===== config.mk =====
export PLATFORM = sky130hd
export DESIGN_NAME = best_fit_bin_packer
export DESIGN_NICKNAME = d
export VERILOG_FILES = /design/src/hdl/bfbp_pkg.sv /design/src/hdl/bfbp_ctrl.sv /design/src/hdl/bfbp_dp.sv /design/src/hdl/best_fit_bin_packer.sv
export SDC_FILE = /design/constraint.sdc
export NUM_CORES = 1
export LEC_CHECK = 0
export BUFFER_PORTS_ARGS = -buffer_cell sky130_fd_sc_hd__buf_2
export CAP_MARGIN = 10
export CORE_AREA = 2 2 349 351
export CTS_CLUSTER_DIAMETER = 40
export DETAILED_ROUTE_END_ITERATION = 8
export DIE_AREA = 0 0 351 353
export SYNTH_ARGS = -nofsm -noshare
export SYNTH_HDL_FRONTEND = slang
export SYNTH_SLANG_ARGS = --single-unit
export TNS_END_PERCENT = 5

===== constraint.sdc =====
create_clock -name clock -period 9.9 [get_ports clock]
set_input_delay 1.98 -clock clock [delete_from_list [all_inputs] [get_ports clock]]
set_output_delay 1.98 -clock clock [all_outputs]
set_load 0.005 [all_outputs]

===== src/hdl/bfbp_pkg.sv =====
// Shared constants, status codes and controller/datapath interface types
// for the best-fit bin packer. No dependencies.
package bfbp_pkg;

   localparam int MAX_BINS   = 64;
   localparam int SIZE_WIDTH = 16;
   localparam int IDX_WIDTH  = $clog2(MAX_BINS);
   localparam int CNT_WIDTH  = $clog2(MAX_BINS + 1);

   localparam logic [SIZE_WIDTH-1:0] CAP_RESET = {SIZE_WIDTH{1'b1}};
   localparam logic [CNT_WIDTH-1:0]  BINS_FULL = CNT_WIDTH'(MAX_BINS);

   localparam logic [1:0] STATUS_PLACED   = 2'd0;
   localparam logic [1:0] STATUS_NEW_BIN  = 2'd1;
   localparam logic [1:0] STATUS_OVERSIZE = 2'd2;
   localparam logic [1:0] STATUS_FULL     = 2'd3;

   typedef struct packed {
      logic load;     // latch an accepted item
      logic scan_rd;  // read the bin at the scan pointer and advance
      logic update;   // commit the placement and present the result
   } bfbp_cmd_type;

   typedef struct packed {
      logic skip_scan; // item needs no scan: oversize or no open bins
      logic last_rd;   // scan pointer is at the last open bin
   } bfbp_stat_type;

endpackage


===== src/hdl/bfbp_ctrl.sv =====
// Sequencing state machine for the best-fit bin packer.
// Depends on bfbp_pkg for the command and status types.
module bfbp_ctrl
   import bfbp_pkg::*;
(
   input  logic          clock,
   input  logic          reset,
   input  logic          start,
   output logic          busy,
   input  bfbp_stat_type stat,
   output bfbp_cmd_type  cmd
);

   localparam logic [1:0] ST_IDLE   = 2'd0;
   localparam logic [1:0] ST_SCAN   = 2'd1;
   localparam logic [1:0] ST_LAST   = 2'd2;
   localparam logic [1:0] ST_UPDATE = 2'd3;

   logic [1:0] state_ff, state_in;

   assign busy = (state_ff != ST_IDLE);

   always_comb begin
      state_in    = state_ff;
      cmd         = '0;
      unique case (state_ff)
         ST_IDLE: begin
            if (start) begin
               cmd.load = 1'b1;
               state_in = stat.skip_scan ? ST_UPDATE : ST_SCAN;
            end
         end
         ST_SCAN: begin
            cmd.scan_rd = 1'b1;
            if (stat.last_rd) state_in = ST_LAST;
         end
         // compare the last bin read
         ST_LAST: state_in = ST_UPDATE;
         ST_UPDATE: begin
            cmd.update = 1'b1;
            state_in   = ST_IDLE;
         end
         default: state_in = ST_IDLE;
      endcase
   end

   always_ff @(posedge clock) begin
      if (reset) state_ff <= ST_IDLE;
      else       state_ff <= state_in;
   end

endmodule


===== src/hdl/bfbp_dp.sv =====
// Datapath of the best-fit bin packer: capacity register, bin fill memory,
// scan compare with best-fit tracking, and result registers. Uses bfbp_pkg.
module bfbp_dp
   import bfbp_pkg::*;
(
   input  logic                  clock,
   input  logic                  reset,
   input  logic [SIZE_WIDTH-1:0] req_item_size,
   input  logic                  req_restart,
   input  logic                  csr_wr_en,
   input  logic [SIZE_WIDTH-1:0] csr_wr_data,
   input  bfbp_cmd_type          cmd,
   output bfbp_stat_type         stat,
   output logic                  rsp_valid,
   output logic [IDX_WIDTH-1:0]  rsp_bin_index,
   output logic [1:0]            rsp_status,
   output logic [CNT_WIDTH-1:0]  rsp_bins_used
);

   logic [SIZE_WIDTH-1:0] bin_mem [MAX_BINS];

   logic [SIZE_WIDTH-1:0] cap_ff;
   logic [CNT_WIDTH-1:0]  open_ff, open_in;
   logic [SIZE_WIDTH-1:0] size_ff;
   logic                  oversize_ff;
   logic [IDX_WIDTH-1:0]  ptr_ff;
   logic [SIZE_WIDTH-1:0] rd_data_ff;
   logic                  cmp_vld_ff;
   logic [IDX_WIDTH-1:0]  cmp_idx_ff;
   logic [SIZE_WIDTH:0]   best_space_ff;
   logic [IDX_WIDTH-1:0]  best_idx_ff;
   logic [SIZE_WIDTH-1:0] best_fill_ff;
   logic                  found_ff;
   logic                  rsp_valid_ff;
   logic [IDX_WIDTH-1:0]  rsp_index_ff;
   logic [1:0]            rsp_status_ff;

   logic                  oversize_now;
   logic [CNT_WIDTH-1:0]  open_start;
   logic [SIZE_WIDTH-1:0] space;
   logic                  better;
   logic                  table_full;

   assign oversize_now   = (req_item_size > cap_ff);
   assign open_start     = req_restart ? '0 : open_ff;
   assign stat.skip_scan = oversize_now || (open_start == '0);
   assign stat.last_rd   = ({1'b0, ptr_ff} == CNT_WIDTH'(open_ff - 1'b1));

   // a bin filled past the capacity has no room at all
   assign space  = cap_ff - rd_data_ff;
   assign better = cmp_vld_ff && (rd_data_ff <= cap_ff) && (size_ff <= space) &&
                   ({1'b0, space} < best_space_ff);

   assign table_full = (open_ff == BINS_FULL);

   always_comb begin
      open_in = open_ff;
      if (cmd.load)
         open_in = open_start;
      else if (cmd.update && !oversize_ff && !found_ff && !table_full)
         open_in = open_ff + 1'b1;
   end

   always_ff @(posedge clock) begin
      if (reset) begin
         cap_ff       <= CAP_RESET;
         open_ff      <= '0;
         cmp_vld_ff   <= 1'b0;
         rsp_valid_ff <= 1'b0;
      end else begin
         if (csr_wr_en) cap_ff <= csr_wr_data;
         open_ff      <= open_in;
         cmp_vld_ff   <= cmd.scan_rd;
         rsp_valid_ff <= cmd.update;
      end
   end

   // scan pointer, memory read and best-fit tracking
   always_ff @(posedge clock) begin
      if (cmd.load) begin
         size_ff       <= req_item_size;
         oversize_ff   <= oversize_now;
         ptr_ff        <= '0;
         found_ff      <= 1'b0;
         best_space_ff <= {1'b0, cap_ff} + 1'b1;
      end else begin
         if (cmd.scan_rd) ptr_ff <= ptr_ff + 1'b1;
         if (better) begin
            found_ff      <= 1'b1;
            best_space_ff <= {1'b0, space};
            best_idx_ff   <= cmp_idx_ff;
            best_fill_ff  <= rd_data_ff;
         end
      end
      rd_data_ff <= bin_mem[ptr_ff];
      cmp_idx_ff <= ptr_ff;
   end

   // commit: add to the best bin, or open a new one if the table is not full
   always_ff @(posedge clock) begin
      if (cmd.update && !oversize_ff) begin
         if (found_ff)
            bin_mem[best_idx_ff] <= best_fill_ff + size_ff;
         else if (!table_full)
            bin_mem[open_ff[IDX_WIDTH-1:0]] <= size_ff;
      end
   end

   always_ff @(posedge clock) begin
      if (cmd.update) begin
         priority if (oversize_ff) begin
            rsp_status_ff <= STATUS_OVERSIZE;
            rsp_index_ff  <= '0;
         end else if (found_ff) begin
            rsp_status_ff <= STATUS_PLACED;
            rsp_index_ff  <= best_idx_ff;
         end else if (table_full) begin
            rsp_status_ff <= STATUS_FULL;
            rsp_index_ff  <= '0;
         end else begin
            rsp_status_ff <= STATUS_NEW_BIN;
            rsp_index_ff  <= open_ff[IDX_WIDTH-1:0];
         end
      end
   end

   assign rsp_valid     = rsp_valid_ff;
   assign rsp_bin_index = rsp_index_ff;
   assign rsp_status    = rsp_status_ff;
   assign rsp_bins_used = open_ff;

endmodule


===== src/hdl/best_fit_bin_packer.sv =====
// Best-fit bin packer top level: controller plus datapath. Uses bfbp_pkg.
// An item is accepted only while idle (busy low). The controller then scans the
// open bins, reading the bin fill memory one bin per cycle, compares the last bin
// read and commits the placement; the result strobe is registered from the commit.
// The scan is skipped when the item is oversize or no bin is open. Results are strobed one cycle, unstalled.
// Reset (synchronous) closes all bins and sets the capacity to 65535.
module best_fit_bin_packer
   import bfbp_pkg::*;
(
   input  logic                  clock,
   input  logic                  reset,
   input  logic                  start,
   output logic                  busy,
   input  logic [SIZE_WIDTH-1:0] req_item_size,
   input  logic                  req_restart,
   input  logic                  csr_wr_en,
   input  logic [SIZE_WIDTH-1:0] csr_wr_data,
   output logic                  rsp_valid,
   output logic [IDX_WIDTH-1:0]  rsp_bin_index,
   output logic [1:0]            rsp_status,
   output logic [CNT_WIDTH-1:0]  rsp_bins_used
);

   bfbp_cmd_type  cmd;
   bfbp_stat_type stat;

   bfbp_ctrl u_ctrl (
      .clock (clock),
      .reset (reset),
      .start (start),
      .busy  (busy),
      .stat  (stat),
      .cmd   (cmd)
   );

   bfbp_dp u_dp (
      .clock         (clock),
      .reset         (reset),
      .req_item_size (req_item_size),
      .req_restart   (req_restart),
      .csr_wr_en     (csr_wr_en),
      .csr_wr_data   (csr_wr_data),
      .cmd           (cmd),
      .stat          (stat),
      .rsp_valid     (rsp_valid),
      .rsp_bin_index (rsp_bin_index),
      .rsp_status    (rsp_status),
      .rsp_bins_used (rsp_bins_used)
   );

endmodule


==> metrics.txt <==
Slew Limit Fails=0; synth top area cells=edfxtp_1 (70%), mux4_2 (16%), dfxtp_1 (2.4%), ha_1 (2.3%), nor2_1 (0.98%); total core area=0.121 mm^2; area leader, netlist=edfxtp_1; ratio of cells with drive above 1 in the final layout=28.3%; Clock Tree Root=clkbuf_16; Post-CTS Setup Bufs=0; type of destination of the critical path=flip-flop; P_leak=17.5 nW; CTS tree=done; first-pass GRT wire length=167000 um; clock sinks=1144; Worst-Margin Slew=1.23 ns; Layout Utilization=45.1%; total gr overflow=0; dominant synthesized flop cell=edfxtp_1; CP Class=flip-flop to flip-flop; Max VDD drop=0.164 mV; Seq pwr share=41.6%; Post-synth EDFFs=1088; GRT Total Usage=18.6%; Comb power frac=23.3%; dpl ws=4.39 ns; cts hold-fix bufs=0; Hold Crit Class=flip-flop to flip-flop; post-DR wirelength/cell=26.7 um; ys async rst share=0%; final period utilization=55.6%; mapped cell area=0.0465 mm^2; RSZ-0062 raised after global routing=false; drt via density=5.48; Pwr Total=15.4 mW; syn_nets=2458; initial antenna violation count=4; final setup margin=4.40 ns; clk slew on worst S/H paths=0.06 ns; Yosys reg bits=1144; Max Cap Viol=0; DR vias=23.4k; First DRT Iteration DRCs=2421; drt total wl=114000 um; met3 Use GR=3.67%; starting density of the core=38.6%; number of remaining DRC errors=0; post-route cell area=0.0543 mm^2; Synth top cells by count=edfxtp_1 (1088), mux4_2 (336), nor2_1 (122); post_cts resized=0; internal power=10.9 mW; GPL Wtd Cong=0.844; startpoint class of the critical path=flip-flop; largest net degree at the start of global routing=81; Final Hold Viols=0; clock power share=35.1%; antenna-violating nets left=0; Final min period=5.50 ns; CP max FO=22; area delta synth->final=16.7%; total CTS buffers=150; CTS Buffer Depth=3; Pwr Density=284 mW/mm^2; H-tree levels=4; die width=351 um; Die H=353 um; post-route setup TNS=0 ns; register area share after synthesis=72.6%; IO buf count=53; Net Sw Power=4.51 mW; Rows=128; DP Area=0.0493 mm^2; routing usage on met2=29.8%; dpl hpwl=68500 um; Layout Nets=2654; Clock Skew=0.0327 ns; outcome=finished, final reports clean; Avg Cell Area, Syn=20.0 um^2; top-count cell post-synth=edfxtp_1; Die ar.=0.124 mm^2; Fmax=182 MHz; Yosys Warn Count=0; gr busiest metal=met2; Slew headroom=18.2%; critical path arrival=5.83 ns; post-synth top area share=70.2%; Sw Ratio=29.3%; M1 GR Usage=25.3%; # setup viols final=0; Worst Path Required=10.23 ns; IO Pins=54; clk_lat worst skew=0.75 ns; vias in the first global route=24.3k; count of cell types in the netlist=60; Syn Inst Count=2333; Pre-Repair DR Iteration Count=5
==> worst paths after layout <==
kind                       from  slack [ns]               endpoint  cells after the start
min reg2reg  u_dp.cmp_idx_ff[5]        0.40    u_dp.best_idx_ff[5]                      0
min          u_dp.cmp_idx_ff[5]        0.40    u_dp.best_idx_ff[5]                      0
max reg2reg      u_dp.cap_ff[0]        4.40  u_dp.best_fill_ff[14]                     19
max              u_dp.cap_ff[0]        4.40  u_dp.best_fill_ff[14]                     19
==> cell usage in the layout, fill, tap and decap left out, types with 20 or more instances in the layout <==
cell / Yosys / final
buf_4: 16 / 95
ha_1: 86 / 86
xnor2_1: 30 / 30
o211ai_1: 20 / 20
nor2_1: 122 / 121
clkbuf_16: 0 / 153
dfxtp_1: 56 / 52
o21ai_0: 43 / 39
edfxtp_1: 1088 / 1088
mux4_2: 336 / 336
buf_2: 13 / 53
a21oi_1: 55 / 46
inv_1: 84 / 83
clkbuf_1: 67 / 21
nand2_1: 87 / 87
xor2_1: 21 / 21
nand3_1: 27 / 26
==> stage by stage <==
stage	hold WS [ns]	cells
floorplan	0.329	2333
global placement	0.386	4002
detailed placement	0.401	4002
CTS	0.404	4273
global route	0.410	4274
finish	0.402	4274
==> cell families (layout without fill, tap and decap cells) <==
family / after synthesis / count (layout) / share of synthesized area [%]
adders and majority gates: 89 / 89 / 2.42
muxes: 345 / 345 / 16.4
AOI/OAI and AO/OA: 190 / 190 / 2.62
other: 0 / 1 / 0
xor gates and xnor gates: 52 / 52 / 0.995
DFF: 1144 / 1144 / 72.6
and+or+nand+nor: 322 / 322 / 3.16
buffers and inverters: 191 / 506 / 1.77
==> layer usage <==
metal,vias to the layer above,routed length (um)
met5,-,32
met4,4,3410
met3,172,7530
met2,826,55600
met1,12400,47400
li1,9995,-
==> cell type report <==
class	instances	area, um^2
timing repair buffer	150	1020
antenna	1	2.50
inverter	85	319
fill	10100	66300
clock buffer	177	3950
sequential	1144	33800
multi-input combinational	998	12100
clock inverter	94	1090
tap	1625	2030
==> flip-flops by register name (all words and copies together), names as in the netlist, 2 cells and up <==
| signal | cells |
|---|---|
| u_dp.bin_mem | 1024 |
| u_dp.best_space_ff | 17 |
| u_dp.best_fill_ff | 16 |
| u_dp.cap_ff | 16 |
| u_dp.rd_data_ff | 16 |
| u_dp.size_ff | 16 |
| u_dp.rsp_bins_used | 7 |
| u_dp.best_idx_ff | 6 |
| u_dp.cmp_idx_ff | 6 |
| u_dp.ptr_ff | 6 |
| u_dp.rsp_bin_index | 6 |
| u_ctrl.state_ff | 2 |
| u_dp.rsp_status | 2 |
==> critical path, cell delays in order, from the launching register on <==
cell	delay (ns)
dfxtp_1	0.34
inv_1	0.12
ha_1	0.19
inv_1	0.06
fa_1	0.39
a21oi_1	0.21
o22ai_1	0.22
o41ai_4	0.33
o21ai_1	0.19
a21o_1	0.20
a21oi_1	0.18
xor2_1	0.28
ha_1	0.30
and4_1	0.23
and2_1	0.18
nand2_1	0.07
o211ai_1	0.08
o32a_1	0.37
a211o_1	0.29
nor2_2	0.87
==> power groups by stage <==
stage               combinational (mW)  sequential [mW]  clock (mW)
floorplan                         2.38             6.50           0
global route                      3.91             6.43        5.70
finish                            3.59             6.41        5.41
CTS                               3.65             6.41        5.52
global placement                  3.51             6.50           0
detailed placement                3.64             6.51           0
(Power assumes the default switching activity.)
